--- config.mk ---
export PLATFORM = sky130hd
export DESIGN_NAME = pulse_quality_classifier_top
export DESIGN_NICKNAME = d
export VERILOG_FILES = /design/src/hdl/pqc_pkg.sv /design/src/hdl/pqc_front.sv /design/src/hdl/pqc_queue.sv /design/src/hdl/pqc_back.sv /design/src/hdl/pulse_quality_classifier_top.sv
export SDC_FILE = /design/constraint.sdc
export NUM_CORES = 1
export LEC_CHECK = 0
export ABC_AREA = 1
export BUFFER_PORTS_ARGS = -buffer_cell sky130_fd_sc_hd__buf_4
export CAP_MARGIN = 20
export CORE_MARGIN = 1
export CORE_UTILIZATION = 50
export CTS_BUF_LIST = sky130_fd_sc_hd__clkbuf_8 sky130_fd_sc_hd__clkbuf_16
export DETAILED_ROUTE_END_ITERATION = 12
export PLACE_DENSITY = 0.69
export SYNTH_ARGS = -nofsm -noshare
export SYNTH_HDL_FRONTEND = slang
export SYNTH_HIERARCHICAL = 1
export SYNTH_SLANG_ARGS = --single-unit
--- constraint.sdc ---
create_clock -name clk -period 7.75 [get_ports clk]
set_input_delay 1.55 -clock clk [delete_from_list [all_inputs] [get_ports clk]]
set_output_delay 1.55 -clock clk [all_outputs]
set_load 0.02 [all_outputs]
--- src/hdl/pqc_pkg.sv ---
// ----------------------------------------------------------------------------
// pqc_pkg
// shared types and constants of the pulse quality classifier
// ----------------------------------------------------------------------------
package pqc_pkg;

    // fixed field widths
    localparam int SAMPLE_IN_W  = 16;
    localparam int PED_IN_W     = 19;
    localparam int HEIGHT_W     = 20;
    localparam int DIFF_W       = HEIGHT_W + 1;
    localparam int SCOUNT_W     = 8;
    localparam int COUNT_OUT_W  = 32;
    localparam int NUM_CNT      = 6;
    localparam int NUM_FLAGS    = 6;

    // stream payload widths
    localparam int IN_TDATA_W   = 40;
    localparam int OUT_TDATA_W  = 200;

    // queue between front and back
    localparam int QUEUE_DEPTH  = 4;
    localparam int QPTR_W       = $clog2(QUEUE_DEPTH);
    localparam int QCNT_W       = $clog2(QUEUE_DEPTH + 1);

    // configuration register indexes
    localparam int CFG_IDX_W              = 2;
    localparam int CFG_DATA_W             = 16;
    localparam logic [1:0] REG_NEG_POLARITY = 2'd0;
    localparam logic [1:0] REG_TRIG_THRESH  = 2'd1;
    localparam logic [1:0] REG_FULL_SCALE   = 2'd2;
    localparam logic [1:0] REG_MIN_SAMPLES  = 2'd3;

    // configuration reset values
    localparam logic        RST_NEG_POLARITY = 1'b1;
    localparam logic [15:0] RST_TRIG_THRESH  = 16'd15460;
    localparam logic [15:0] RST_FULL_SCALE   = 16'd16383;
    localparam logic [7:0]  RST_MIN_SAMPLES  = 8'd8;

    // counter slots
    localparam int CNT_TOTAL    = 0;
    localparam int CNT_TRIGLESS = 1;
    localparam int CNT_OVERFLOW = 2;
    localparam int CNT_VALID    = 3;
    localparam int CNT_ACCEPT   = 4;
    localparam int CNT_ACC_VETO = 5;

    // flag positions in the result
    localparam int FLG_COUNTED  = 0;
    localparam int FLG_OVERFLOW = 1;
    localparam int FLG_TRIGLESS = 2;
    localparam int FLG_VALID    = 3;
    localparam int FLG_ACCEPT   = 4;
    localparam int FLG_ACC_VETO = 5;

    typedef struct packed {
        logic        negative_polarity;
        logic [15:0] trigger_threshold;
        logic [15:0] adc_full_scale;
        logic [7:0]  min_pulse_samples;
    } pqc_cfg_t;

    // one finished pulse, handed from front to back
    typedef struct packed {
        logic                counted;
        logic                overflowed;
        logic                pileup;
        logic                veto;
        logic                matched;
        logic [HEIGHT_W-1:0] peak_x8;
        logic [HEIGHT_W-1:0] pedestal_x8;
    } pqc_rec_t;

    typedef struct packed {
        logic [NUM_CNT-1:0][COUNT_OUT_W-1:0] counts;
        logic [NUM_FLAGS-1:0]                flags;
    } pqc_result_t;

endpackage

--- src/hdl/pqc_front.sv ---
// ----------------------------------------------------------------------------
// pqc_front
// per-sample pulse tracker: pedestal, running peak, overflow and length
// ----------------------------------------------------------------------------
module pqc_front #(
    parameter int SAMPLE_BITS = 16
) (
    input  logic                           clk,
    input  logic                           rst_n,
    input  pqc_pkg::pqc_cfg_t              cfg,
    input  logic                           sample_valid,
    output logic                           sample_ready,
    input  logic [pqc_pkg::SAMPLE_IN_W-1:0] sample_value,
    input  logic                           pulse_first,
    input  logic                           pulse_last,
    input  logic [pqc_pkg::PED_IN_W-1:0]   pedestal_x8,
    input  logic                           pileup_flag,
    input  logic                           veto_flag,
    input  logic                           tdc_matched,
    input  logic                           queue_full,
    output logic                           rec_push,
    output pqc_pkg::pqc_rec_t              rec
);

    localparam int DW = pqc_pkg::DIFF_W;
    localparam int HW = pqc_pkg::HEIGHT_W;
    localparam int CW = pqc_pkg::SCOUNT_W;

    logic [HW-1:0] peak_reg, peak_next;
    logic [HW-1:0] ped_reg, ped_next;
    logic [CW-1:0] scount_reg, scount_next;
    logic          ovf_reg, ovf_next;

    logic                   accept;
    logic [SAMPLE_BITS-1:0] adc;
    logic [15:0]            adc16;
    logic [HW-1:0]          ped_eff, peak_base, peak_upd;
    logic [CW-1:0]          scount_base, scount_upd;
    logic                   ovf_base, ovf_hit;
    logic signed [DW-1:0]   s8, p8, height;

    assign sample_ready = !queue_full;
    assign accept       = sample_valid && sample_ready;

    assign adc   = sample_value[SAMPLE_BITS-1:0];
    assign adc16 = 16'(adc);

    // a first mark restarts the pulse before this sample is applied
    assign ped_eff     = pulse_first ? HW'(pedestal_x8) : ped_reg;
    assign peak_base   = pulse_first ? '0 : peak_reg;
    assign scount_base = pulse_first ? '0 : scount_reg;
    assign ovf_base    = pulse_first ? 1'b0 : ovf_reg;

    assign scount_upd = (scount_base == '1) ? scount_base : scount_base + CW'(1);

    assign ovf_hit = cfg.negative_polarity ? (adc16 == '0) : (adc16 >= cfg.adc_full_scale);

    assign s8     = $signed(DW'({adc, 3'b000}));
    assign p8     = $signed(DW'(ped_eff));
    assign height = cfg.negative_polarity ? (p8 - s8) : (s8 - p8);

    // peak freezes once overflow has been seen in this pulse
    assign peak_upd = (!ovf_base && !ovf_hit && (height > $signed(DW'(peak_base))))
                      ? height[HW-1:0] : peak_base;

    always_comb
    begin
        peak_next   = peak_reg;
        ped_next    = ped_reg;
        scount_next = scount_reg;
        ovf_next    = ovf_reg;
        if (accept)
        begin
            ped_next = ped_eff;
            if (pulse_last)
            begin
                peak_next   = '0;
                scount_next = '0;
                ovf_next    = 1'b0;
            end
            else
            begin
                peak_next   = peak_upd;
                scount_next = scount_upd;
                ovf_next    = ovf_base | ovf_hit;
            end
        end
    end

    always_ff @(posedge clk or negedge rst_n)
    begin
        if (!rst_n)
        begin
            peak_reg   <= '0;
            ped_reg    <= '0;
            scount_reg <= '0;
            ovf_reg    <= 1'b0;
        end
        else
        begin
            peak_reg   <= peak_next;
            ped_reg    <= ped_next;
            scount_reg <= scount_next;
            ovf_reg    <= ovf_next;
        end
    end

    assign rec_push        = accept && pulse_last;
    assign rec.counted     = scount_upd >= cfg.min_pulse_samples;
    assign rec.overflowed  = ovf_base | ovf_hit;
    assign rec.pileup      = pileup_flag;
    assign rec.veto        = veto_flag;
    assign rec.matched     = tdc_matched;
    assign rec.peak_x8     = peak_upd;
    assign rec.pedestal_x8 = ped_eff;

endmodule

--- src/hdl/pqc_queue.sv ---
// ----------------------------------------------------------------------------
// pqc_queue
// small show-ahead queue of finished pulses between tracker and tally
// ----------------------------------------------------------------------------
module pqc_queue (
    input  logic              clk,
    input  logic              rst_n,
    input  logic              push,
    input  pqc_pkg::pqc_rec_t push_rec,
    output logic              full,
    input  logic              pop,
    output logic              pop_valid,
    output pqc_pkg::pqc_rec_t pop_rec
);

    localparam int PW = pqc_pkg::QPTR_W;
    localparam int NW = pqc_pkg::QCNT_W;

    pqc_pkg::pqc_rec_t slot_reg [pqc_pkg::QUEUE_DEPTH];
    logic [PW-1:0] wr_ptr_reg, wr_ptr_next;
    logic [PW-1:0] rd_ptr_reg, rd_ptr_next;
    logic [NW-1:0] level_reg, level_next;
    logic          do_push, do_pop;

    assign full      = (level_reg == NW'(pqc_pkg::QUEUE_DEPTH));
    assign pop_valid = (level_reg != '0);
    assign pop_rec   = slot_reg[rd_ptr_reg];

    assign do_push = push && !full;
    assign do_pop  = pop && pop_valid;

    always_comb
    begin
        wr_ptr_next = wr_ptr_reg;
        rd_ptr_next = rd_ptr_reg;
        level_next  = level_reg;
        if (do_push)
        begin
            wr_ptr_next = (wr_ptr_reg == PW'(pqc_pkg::QUEUE_DEPTH - 1)) ? '0
                          : wr_ptr_reg + PW'(1);
        end
        if (do_pop)
        begin
            rd_ptr_next = (rd_ptr_reg == PW'(pqc_pkg::QUEUE_DEPTH - 1)) ? '0
                          : rd_ptr_reg + PW'(1);
        end
        if (do_push && !do_pop)
        begin
            level_next = level_reg + NW'(1);
        end
        else if (do_pop && !do_push)
        begin
            level_next = level_reg - NW'(1);
        end
    end

    always_ff @(posedge clk or negedge rst_n)
    begin
        if (!rst_n)
        begin
            wr_ptr_reg <= '0;
            rd_ptr_reg <= '0;
            level_reg  <= '0;
        end
        else
        begin
            wr_ptr_reg <= wr_ptr_next;
            rd_ptr_reg <= rd_ptr_next;
            level_reg  <= level_next;
        end
    end

    always_ff @(posedge clk)
    begin
        if (do_push)
        begin
            slot_reg[wr_ptr_reg] <= push_rec;
        end
    end

endmodule

--- src/hdl/pqc_back.sv ---
// ----------------------------------------------------------------------------
// pqc_back
// pulse classification, saturating event counters and result register
// ----------------------------------------------------------------------------
module pqc_back #(
    parameter int COUNTER_BITS = 32
) (
    input  logic                 clk,
    input  logic                 rst_n,
    input  pqc_pkg::pqc_cfg_t    cfg,
    input  logic                 rec_valid,
    input  pqc_pkg::pqc_rec_t    rec,
    output logic                 rec_pop,
    output logic                 result_valid,
    input  logic                 result_ready,
    output pqc_pkg::pqc_result_t result
);

    localparam int DW = pqc_pkg::DIFF_W;

    logic [COUNTER_BITS-1:0] cnt_reg  [pqc_pkg::NUM_CNT];
    logic [COUNTER_BITS-1:0] cnt_next [pqc_pkg::NUM_CNT];
    logic                    valid_reg, valid_next;
    pqc_pkg::pqc_result_t    result_reg, result_next;

    logic                        load;
    logic signed [DW-1:0]        t8, p8, tps, peak;
    logic                        trig, ovf, good, acc, accv;
    logic [pqc_pkg::NUM_CNT-1:0] hit;

    assign load    = rec_valid && (!valid_reg || result_ready);
    assign rec_pop = load;

    assign t8   = $signed(DW'({cfg.trigger_threshold, 3'b000}));
    assign p8   = $signed(DW'(rec.pedestal_x8));
    assign peak = $signed(DW'(rec.peak_x8));
    assign tps  = cfg.negative_polarity ? (p8 - t8) : (t8 - p8);

    // pedestal already at or past the threshold on the pulse side is triggerless too
    assign trig = rec.counted && ((peak < tps)
                  || (!cfg.negative_polarity && (p8 >= t8))
                  || (cfg.negative_polarity && (p8 <= t8)));
    assign ovf  = rec.counted && rec.overflowed;
    assign good = rec.counted && !(rec.pileup || rec.overflowed || trig);
    assign acc  = good && rec.matched;
    assign accv = acc && rec.veto;

    always_comb
    begin
        hit                        = '0;
        hit[pqc_pkg::CNT_TOTAL]    = rec.counted;
        hit[pqc_pkg::CNT_TRIGLESS] = trig;
        hit[pqc_pkg::CNT_OVERFLOW] = ovf;
        hit[pqc_pkg::CNT_VALID]    = good;
        hit[pqc_pkg::CNT_ACCEPT]   = acc;
        hit[pqc_pkg::CNT_ACC_VETO] = accv;
    end

    always_comb
    begin
        valid_next  = valid_reg;
        result_next = result_reg;
        for (int k = 0; k < pqc_pkg::NUM_CNT; k++)
        begin
            cnt_next[k] = cnt_reg[k];
            if (load && hit[k] && (cnt_reg[k] != '1))
            begin
                cnt_next[k] = cnt_reg[k] + COUNTER_BITS'(1);
            end
        end
        if (load)
        begin
            valid_next = 1'b1;
            result_next.flags[pqc_pkg::FLG_COUNTED]  = rec.counted;
            result_next.flags[pqc_pkg::FLG_OVERFLOW] = ovf;
            result_next.flags[pqc_pkg::FLG_TRIGLESS] = trig;
            result_next.flags[pqc_pkg::FLG_VALID]    = good;
            result_next.flags[pqc_pkg::FLG_ACCEPT]   = acc;
            result_next.flags[pqc_pkg::FLG_ACC_VETO] = accv;
            for (int k = 0; k < pqc_pkg::NUM_CNT; k++)
            begin
                result_next.counts[k] = pqc_pkg::COUNT_OUT_W'(cnt_next[k]);
            end
        end
        else if (result_ready)
        begin
            valid_next = 1'b0;
        end
    end

    always_ff @(posedge clk or negedge rst_n)
    begin
        if (!rst_n)
        begin
            valid_reg <= 1'b0;
            for (int k = 0; k < pqc_pkg::NUM_CNT; k++)
            begin
                cnt_reg[k] <= '0;
            end
        end
        else
        begin
            valid_reg <= valid_next;
            for (int k = 0; k < pqc_pkg::NUM_CNT; k++)
            begin
                cnt_reg[k] <= cnt_next[k];
            end
        end
    end

    always_ff @(posedge clk)
    begin
        result_reg <= result_next;
    end

    assign result_valid = valid_reg;
    assign result       = result_reg;

endmodule

--- src/hdl/pulse_quality_classifier_top.sv ---
// ----------------------------------------------------------------------------
// pulse_quality_classifier_top
// waveform pulse classifier with saturating quality counters
// ----------------------------------------------------------------------------
// Takes one waveform sample per clock while the queue is not full, with no gaps between pulses.
// The rate is set by the sample tracker, which does one pedestal subtract and
// one peak compare per sample. On the last sample of a pulse the tracker hands
// a record to a four-entry queue; the tally stage classifies it, updates the
// six saturating counters and loads the result register. A result passes through
// the queue and the result register before it is presented on the output. The
// input stalls only when the queue is full, i.e. when the output holds one result
// back and four more wait behind it.
// Configuration is always ready and must be written while no pulse is in flight.
module pulse_quality_classifier_top #(
    parameter int SAMPLE_BITS  = 16,
    parameter int COUNTER_BITS = 32
) (
    input  logic                              clk,
    input  logic                              rst_n,
    // sample stream
    input  logic                              s_tvalid,
    output logic                              s_tready,
    // [15:0] sample_value, [34:16] pedestal_x8, [35] pileup_flag,
    // [36] veto_flag, [37] tdc_matched, [39:38] zero
    input  logic [pqc_pkg::IN_TDATA_W-1:0]    s_tdata,
    // [0] pulse_first
    input  logic                              s_tuser,
    input  logic                              s_tlast,
    // result stream
    output logic                              m_tvalid,
    input  logic                              m_tready,
    // [0] pulse_counted, [1] overflowed, [2] triggerless, [3] valid_pulse,
    // [4] accepted, [5] accepted_vetoed, [37:6] total_count,
    // [69:38] triggerless_count, [101:70] overflow_count, [133:102] valid_count,
    // [165:134] accept_count, [197:166] accepted_veto_count, [199:198] zero
    output logic [pqc_pkg::OUT_TDATA_W-1:0]   m_tdata,
    // configuration writes
    input  logic                              cfg_valid,
    output logic                              cfg_ready,
    input  logic [pqc_pkg::CFG_IDX_W-1:0]     cfg_index,
    input  logic [pqc_pkg::CFG_DATA_W-1:0]    cfg_data
);

    pqc_pkg::pqc_cfg_t    cfg_reg, cfg_next;
    pqc_pkg::pqc_rec_t    push_rec, pop_rec;
    pqc_pkg::pqc_result_t result;
    logic                 rec_push, queue_full, rec_pop, rec_valid;

    assign cfg_ready = 1'b1;

    always_comb
    begin
        cfg_next = cfg_reg;
        if (cfg_valid && cfg_ready)
        begin
            case (cfg_index)
                pqc_pkg::REG_NEG_POLARITY: cfg_next.negative_polarity = cfg_data[0];
                pqc_pkg::REG_TRIG_THRESH:  cfg_next.trigger_threshold = cfg_data;
                pqc_pkg::REG_FULL_SCALE:   cfg_next.adc_full_scale    = cfg_data;
                pqc_pkg::REG_MIN_SAMPLES:  cfg_next.min_pulse_samples = cfg_data[7:0];
                default:                   cfg_next = cfg_reg;
            endcase
        end
    end

    always_ff @(posedge clk or negedge rst_n)
    begin
        if (!rst_n)
        begin
            cfg_reg.negative_polarity <= pqc_pkg::RST_NEG_POLARITY;
            cfg_reg.trigger_threshold <= pqc_pkg::RST_TRIG_THRESH;
            cfg_reg.adc_full_scale    <= pqc_pkg::RST_FULL_SCALE;
            cfg_reg.min_pulse_samples <= pqc_pkg::RST_MIN_SAMPLES;
        end
        else
        begin
            cfg_reg <= cfg_next;
        end
    end

    pqc_front #(
        .SAMPLE_BITS (SAMPLE_BITS)
    ) u_front (
        .clk          (clk),
        .rst_n        (rst_n),
        .cfg          (cfg_reg),
        .sample_valid (s_tvalid),
        .sample_ready (s_tready),
        .sample_value (s_tdata[15:0]),
        .pulse_first  (s_tuser),
        .pulse_last   (s_tlast),
        .pedestal_x8  (s_tdata[34:16]),
        .pileup_flag  (s_tdata[35]),
        .veto_flag    (s_tdata[36]),
        .tdc_matched  (s_tdata[37]),
        .queue_full   (queue_full),
        .rec_push     (rec_push),
        .rec          (push_rec)
    );

    pqc_queue u_queue (
        .clk       (clk),
        .rst_n     (rst_n),
        .push      (rec_push),
        .push_rec  (push_rec),
        .full      (queue_full),
        .pop       (rec_pop),
        .pop_valid (rec_valid),
        .pop_rec   (pop_rec)
    );

    pqc_back #(
        .COUNTER_BITS (COUNTER_BITS)
    ) u_back (
        .clk          (clk),
        .rst_n        (rst_n),
        .cfg          (cfg_reg),
        .rec_valid    (rec_valid),
        .rec          (pop_rec),
        .rec_pop      (rec_pop),
        .result_valid (m_tvalid),
        .result_ready (m_tready),
        .result       (result)
    );

    // padding bits above the counters stay zero
    assign m_tdata = pqc_pkg::OUT_TDATA_W'({result.counts, result.flags});

endmodule

### Word-level counts from Yosys, hierarchy flattened

Memory sizes are Yosys's and may differ from the RTL's.
Cells that the tools add are included.

* equality and inequality tests: 13
* $lt $le $gt $ge: 6
* add/sub/neg operators: 15
* bitwise gates (word level): 1
* muxes and demuxes: 26
* reduce and logical (&&, ||, !) cells: 50

Operators by type and width (count)
* adder 32 x 1 -> 32 bit (second input constant): 6
* two-way mux 32 bit: 6
* inequality test 32 bit (second input constant): 6
* two-way mux 20 bit: 4
* two-way mux 21 bit: 2
* subtractor 19 x 20 -> 21 bit: 2
* subtractor 20 x 19 -> 21 bit: 2
* logical AND 1 bit: 28
* two-way mux 8 bit: 3
* > comparator 21 bit: 1
* less-than comparator 21 bit: 1
* greater-or-equal comparator 20 x 19 -> 1 bit: 1
* <= comparator 20 x 19 -> 1 bit: 1
* greater-or-equal comparator 16 bit: 1
* zero test 16 bit: 1
* adder 8 x 1 -> 8 bit (second input constant): 1
* == test 2 bit (second input constant): 4
* == test 8 bit (second input constant): 1
* greater-or-equal comparator 8 bit: 1
* zero test 1 bit: 8
* AND reduction 2 bit: 4
* two-way mux 1 bit: 7
* two-way mux 3 bit: 2
* logical OR 1 bit: 5
* other kinds (10): 13

* register bits after elaboration: 488
* word-level logic and storage cells: 137
* RAM bits: 180
* memories kept: 1
* output and inout bits: 203
* bits of input ports: 65

Memories
* u_queue.slot_reg: depth 4, bits a word 45, rd ports 1, clocked after memory_dff 0, wr ports 1, line pqc_queue.sv:19 `pqc_pkg::pqc_rec_t slot_reg [pqc_pkg::QUEUE_DEPTH];`

### Logic depth before layout (Yosys ltp)

Gate-level depths: netlist of the first run.
An unclocked memory read counts as a cell.

* depth in word-level cells: 15
* depth in mapped cells: 37
* depth with buffers taken out: 35

### Hierarchy

Netlist of the first run, hierarchy kept.

By module, submodules not included
* pqc_back: sequential area each 10775.3 µm², instances 1, area each 19784.0 µm², cells an instance 2135
* pqc_queue: sequential area each 5580.4 µm², instances 1, area each 7707.4 µm², cells an instance 584
* pqc_front: sequential area each 1226.2 µm², instances 1, area each 6332.3 µm², cells an instance 1030
* pulse_quality_classifier_top: sequential area each 1054.8 µm², instances 1, area each 1859.3 µm², cells an instance 191

### Worst setup path after synthesis of the first run

Ideal clock, no wire load.

* path type: input to register
* start: input port m_tready
* end: register u_queue.level_reg[1]
* arrival time: 7.132 ns
* data required time: 7.624 ns
* slack: 0.492 ns
* setup time: 0.126 ns
* buffers on the path: 0
* cell stages on the path: 10
* path through: inv_1 nand2_1 nand2_1 inv_1 nand2_1 ha_1 inv_1 fa_1 nand2_1 o21ai_0

* cells in the longest elaborated chain, start to end: 6
* elaborated cells on any way between the ends: 8
* those cells by class: mux: 1; reduce/logical: 7

RTL lines
* from (decl): line pulse_quality_classifier_top.sv:31 `input logic m_tready,`
* logical OR 1 bit: line pqc_back.sv:31 `assign load = rec_valid && (!valid_reg || result_ready);`
* logical AND 1 bit: line pqc_back.sv:31
* named net rec_pop: line pulse_quality_classifier_top.sv:47 `logic rec_push, queue_full, rec_pop, rec_valid;`
* logical AND 1 bit: line pqc_queue.sv:30 `assign do_pop = pop && pop_valid;`
* zero test 1 bit: line pqc_queue.sv:47 `if (do_push && !do_pop)`
* logical AND 1 bit: line pqc_queue.sv:47
* two-way mux 3 bit: line pqc_queue.sv:47
* named net u_queue.level_next[1]: line pqc_queue.sv:22 `logic [NW-1:0] level_reg, level_next;`
* to (signal assigned): line pqc_queue.sv:69 `level_reg <= level_next;`
* to (decl): line pqc_queue.sv:22

The timed path passes the listed nets, and every way through them passes these cells.
A chain may end at the register's enable or synchronous reset.

==> results of run 1 <==
==> stage by stage <==
step	cells	hold slack [ns]	worst slack (ns)
global route	5192	0.487	0.833
global placement	5052	0.454	0.902
detailed placement	5052	0.459	0.861
CTS	5192	0.466	1.45
floorplan	3941	0.436	0.492
finish	5192	0.462	1.44
==> synth_stat cells, types with 11 or more instances <==
library cell,count,area [um^2]
ha_1,146,1830
xnor2_1,38,333
buf_6,31,349
nand2_2,25,156
inv_1,499,1870
nor4_1,40,250
xor2_1,157,1380
o21ai_1,11,55.1
a21oi_1,86,430
and2_1,22,138
nor2_1,246,923
inv_2,18,67.6
nand3_1,114,571
nand2_1,1152,4320
o211ai_1,89,668
edfxtp_1,378,11400
o21ai_0,144,721
nand4_1,139,870
buf_2,27,135
clkbuf_1,28,105
or2_2,19,119
buf_4,24,180
nor3_1,106,531
dfstp_2,23,604
dfrtp_1,267,6680
==> critical path, delay by kind of cell <==
kind | cells | cell delay (ns)
xor+xnor | 1 | 0.14
simple gates | 17 | 2.27
fa+ha+maj | 2 | 0.79
buf+inv | 6 | 1.23
compound gates | 3 | 0.62
==> report_power, final <==
part / switching, W / internal [W] / leakage (nW) / total, W
Combinational: 0.00394 / 0.00194 / 10.0 / 0.00588
Clock: 0.00149 / 0.00208 / 1.29 / 0.00357
Sequential: 0.000492 / 0.00496 / 7.35 / 0.00545
==> how the worst max path moves through the flow <==
stage	from	to	slack, ns
2_1_floorplan	m_tready	u_queue/level_reg[1]	0.49
3_3_place_gp	s_tuser	u_queue/slot_reg[0][37]	0.90
3_5_place_dp	s_tuser	u_queue/slot_reg[0][37]	0.86
4_1_cts	u_queue/rd_ptr_reg[0]	u_back/result[48]	1.45
5_1_grt	u_queue/rd_ptr_reg[0]	u_back/result[173]	0.83
6_report	s_tuser	u_queue/slot_reg[2][37]	1.44
==> logic make-up (layout without fill, tap and decap cells) <==
family | after synthesis | after routing
AOI/OAI and AO/OA | 376 | 376
xor gates and xnor gates | 195 | 195
adders and majority gates | 149 | 149
buffers and inverters | 637 | 948
DFF | 668 | 668
muxes | 3 | 3
other | 2 | 3
and+or+nand+nor | 1910 | 1910
==> layout make-up <==
class                      count  share of cell area (%)
sequential                   668                    45.7
clock inverter                54                    1.20
inverter                     520                    4.83
tap                          940                    2.88
clock buffer                  86                    5.00
timing repair buffer         288                    5.35
multi-input combinational   2636                    35.0
==> routing by layer <==
layer	part of all wire, %	track usage [%]	vias up
met1	45	32.7	12794
met2	47	39.6	744
li1	-	-	13477
met5	0	0	-
met4	3.5	9.14	0
met3	4.7	3.18	170
==> metrics.cfg, run 1 <==
[cells_and_area]
n_antenna_cell = 0
final_cell_mix = nand2_1, inv_1, edfxtp_1
drive_above_1_share_pct = 12.9
final_core_util_pct = 58.0
largest_reg_flops = 198
layout_commonest_cell = nand2_1
multi_input_area_mm2 = 0.0143
area_growth_pct = 14.3
seq_area_mm2 = 0.0186
fin_area_mm2 = 0.0408
nFillCells = 6135
fin_nets = 4403

[flow_run]
cap_viol_max_count = 0

[routing]
drcViolationCount = 0
vias = 27185
routedWlPerCell_um = 16.8
drt_pre_antenna_iters = 5
routed_wl_um = 87400
final_antenna_net_count = 0
drt_iter0_markers = 2072
viasPerCell = 5.24

[critical_path]
worstSetupPathType = in -> reg
cpPeakStageDelay_ns = 0.49
worstSetupStartpointType = input port
ff2ff_setup_slack_ns = 1.54
required_ns = 8.08
crit_path_max_fanout = 42
reg2reg_to = u_back/result[172]
r2r_cells = 30
cp-end-kind = register
crit_top_cell = nand2_1
critPathArrivalTime_ns = 6.64
cpMaxStageDelayCell = ha_1
r2r_start = u_queue/rd_ptr_reg[0]

[global_routing]
grt_max_degree = 131
track_usage_pct = 24.1
grt-ovfl-total = 0
first_global_vias = 25916
grt_pass1_wl_um = 139000
grt_antenna_before_repair = 1

[logic_synthesis]
yosys.area_share.simple_pct = 23.4
synth_xor_area_share_pct = 4.79
synth_area_per_cell_um2 = 9.06
seq_area_frac_synth_pct = 52.2
synth_top_family_by_area = simple AND/OR/NAND/NOR gates
synth_area_mm2 = 0.0357
synth_compound_area_share_pct = 6.34
syn_inst = 3940
ys.flop_type = edfxtp_1
synth-seq-cells = 668
synth_enable_flop_cells = 378
muxShareOfSynthArea_pct = 0.0877
synthArstFlopShare_pct = 43.4
synthAdderAreaFrac_pct = 5.29
ys_warn_count = 6
synth_cell_types = 66

[placed_design]
dpl_cell_area_mm2 = 0.0383
dp_hpwl_um = 63400
port_buffers = 262
place_congestion = 0.935

[cts]
post_cts_resized = 0
cts_sinks = 668
clkLatencyLatePin_ns = 0.63
cts-root-buf = clkbuf_16
h-tree-depth = 3
clock_path_buffers = 3
cts_setup_buffers = 0
clk_pin_slew_worst_paths_ns = 0.05
tritoncts = yes
cts_made_buffers = 75
ctsHoldBuffers = 0

[floorplanning]
die-height_um = 269
pin_count = 268
die_area_mm2 = 0.0724
fp.coreArea_mm2 = 0.0703
initial_utilization_pct = 50.8
row_count = 97
die_x_um = 269

[hold_path]
min-delay-start = cfg_reg[15]
hold_depth = 2
min_to = cfg_reg[15]
hp-class = reg -> reg

[power_and_ir_drop]
vdd_drop_max_v = 0.000226
power.leakage_nw = 18.7
totalPowerFinal_w = 0.0149
powerDensity_mw_per_mm2 = 365

[timing]
rsz0062_at_grt = no
post-route-period-util_pct = 81.4
fmax_mhz = 159
worst_pin_slew_ns = 0.951
period_needed_ns = 6.31
setup_violations = 0
fin_skew_ns = 0.0347
fin_tns_setup_ns = 0
maxSlewViolCount = 0
slew_headroom_pct = 36.6
hold_violations = 0

[status]
status = finished, final reports clean

(Power assumes the default switching activity.)
==> run 2: changes to the inputs <==
Settings changed: PLACE_DENSITY 0.69 to 0.72.
Clock period 7.75 ns to 5.3 ns, I/O delays scaled along.
==> run 2 against run 1 <==
Via count rose by 1.0%. Critical path type is now reg -> reg. Largest power group unchanged. Total power grew 49%. Non-clock buffer count is 73 higher. Critical endpoint is now u_back/result[174].
==> metrics.cfg, run 2 (synthesis gave the netlist of run 1 again) <==
[global_routing]
grt_max_degree = 123  ; was 131
grt-ovfl-total = 0  ; unchanged
track_usage_pct = 23.8  ; was 24.1%
first_global_vias = 26130  ; was 25,916
grt_pass1_wl_um = 139000  ; about the same
grt_antenna_before_repair = 0  ; was 1

[floorplanning]
fp.coreArea_mm2 = 0.0703  ; unchanged
die-height_um = 269  ; unchanged
row_count = 97  ; unchanged
die_x_um = 269  ; unchanged
die_area_mm2 = 0.0724  ; unchanged
pin_count = 268  ; unchanged
initial_utilization_pct = 50.8  ; unchanged

[timing]
fmax_mhz = 201
slew_headroom_pct = 38.2  ; was 36.6%
worst_pin_slew_ns = 0.925  ; was 0.951 ns
hold_violations = 0  ; unchanged
post-route-period-util_pct = 93.7
maxSlewViolCount = 0  ; unchanged
fin_tns_setup_ns = 0  ; unchanged
period_needed_ns = 4.97
setup_violations = 0  ; unchanged
setup_ws_ns = 0.333  ; was 1.44 ns
fin_skew_ns = 0.0244  ; was 0.0347 ns
fin_hold_ws_ns = 0.384  ; was 0.462 ns

[cts]
clk_pin_slew_worst_paths_ns = 0.06  ; was 0.05 ns
cts_sinks = 668  ; unchanged
tritoncts = yes  ; unchanged
ctsHoldBuffers = 0  ; unchanged
clock_path_buffers = 3  ; unchanged
clkLatencyLatePin_ns = 0.62  ; was 0.63 ns
cts-root-buf = clkbuf_16  ; unchanged
h-tree-depth = 3  ; unchanged
cts_made_buffers = 71  ; was 75

[critical_path]
cp-end-kind = register  ; unchanged
cp-startpoint = u_queue/rd_ptr_reg[0]  ; was s_tuser
crit_top_cell = nand2_1  ; unchanged
worstSetupStartpointType = register  ; was input port
cpPeakStageDelay_ns = 0.58  ; was 0.49 ns
cp_num_cells = 26  ; was 29
worst-path-buf-inv = 2  ; was 6
required_ns = 5.65  ; was 8.08 ns
r2r_cells = 26  ; was 30
path_delay_family = simple AND/OR/NAND/NOR gates  ; unchanged
critPathArrivalTime_ns = 5.32  ; was 6.64 ns
cpMaxStageDelayCell = dfrtp_4  ; was ha_1
r2r_start = u_queue/rd_ptr_reg[0]  ; unchanged
worstSetupPathType = reg -> reg  ; was in -> reg
crit_path_max_fanout = 13  ; was 42

[routing]
drcViolationCount = 0  ; unchanged
routed_wl_um = 87800  ; was 87,400 um
drt_pre_antenna_iters = 8  ; was 5
drt_iter0_markers = 2082  ; was 2,072
routed.top_layer = met4  ; unchanged
viasPerCell = 5.22  ; was 5.24
wl_met1_um = 38700  ; was 39,100 um
wl_met3_um = 4760  ; was 4070 um
final_antenna_net_count = 0  ; unchanged
vias = 27466  ; was 27,185
wl_met2_um = 41600  ; was 41,200 um
routedWlPerCell_um = 16.7  ; was 16.8 um

[cells_and_area]
fin_nets = 4473  ; was 4,403
final_cell_mix = nand2_1, inv_1, edfxtp_1  ; unchanged
drive_above_1_share_pct = 14.5  ; was 12.9%
largest_reg_flops = 198  ; unchanged
final_core_util_pct = 59.1  ; was 58.0%
nFillCells = 6045  ; was 6,135
n_antenna_cell = 0  ; unchanged
area_growth_pct = 16.4  ; was 14.3%
layout_commonest_cell = nand2_1  ; unchanged

[flow_run]
cap_viol_max_count = 0  ; unchanged

[power_and_ir_drop]
power.leakage_nw = 19.0  ; was 18.7 nW
powerDensity_mw_per_mm2 = 536  ; was 365 mW/mm^2
vdd_drop_max_v = 0.000350  ; was 0.000226 V
totalPowerFinal_w = 0.0222  ; was 0.0149 W

[placed_design]
pre_cts_ws_ns = -0.0812  ; was 0.861 ns
port_buffers = 262  ; unchanged
place_congestion = 0.976  ; was 0.935
dp_hpwl_um = 63400  ; about the same

[hold_path]
hp-class = in -> async  ; was reg -> reg

[status]
status = finished, final reports clean  ; unchanged

==> run 2: layout make-up <==
cell class              instances  area (um^2)  area share (%)
clock buffers                  76         1860            4.47
repair buffers                361         2900            6.97
well taps                     940         1180            2.83
clock inverters                56          652            1.57
multi-input cells            2637        14300            34.5
inverters                     520         1980            4.76
flip-flops and latches        668        18600            44.9
==> run 2: what timing repair did <==
item	in CTS	in global routing
gates resized for setup	0	20
setup buffers	0	6
endpoints found under the setup margin	0	172
==> run 2: routing by layer <==
layer	vias to the layer above	GRT usage (%)
li1	13623	-
met1	12887	32.4
met2	813	39.3
met3	143	3.14
met4	0	7.88
met5	-	0
==> run 2: worst paths after layout <==
check | to | slack [ns]
max | u_back/result[174] | 0.33
min | u_back/cnt_reg[137] | 0.38
max reg2reg | u_back/result[174] | 0.33
min reg2reg | cfg_reg[13] | 0.46
max in group asynchronous | u_front/peak_reg[8] | 3.79
min in group clk | cfg_reg[13] | 0.46
==> run 2: stage by stage <==
| step | std cells | instance area (um^2) |
|---|---|---|
| floorplan | 3941 | 35700 |
| global placement | 5118 | 38900 |
| detailed placement | 5118 | 38900 |
| CTS | 5250 | 41400 |
| global route | 5258 | 41500 |
| finish | 5258 | 41500 |
==> run 2: report_power, final <==
part,total (W),switching (W),leakage (nW),internal [W]
logic,0.00907,0.00595,10.4,0.00312
registers,0.00791,0.000666,7.35,0.00725
clock network,0.00526,0.00211,1.26,0.00315
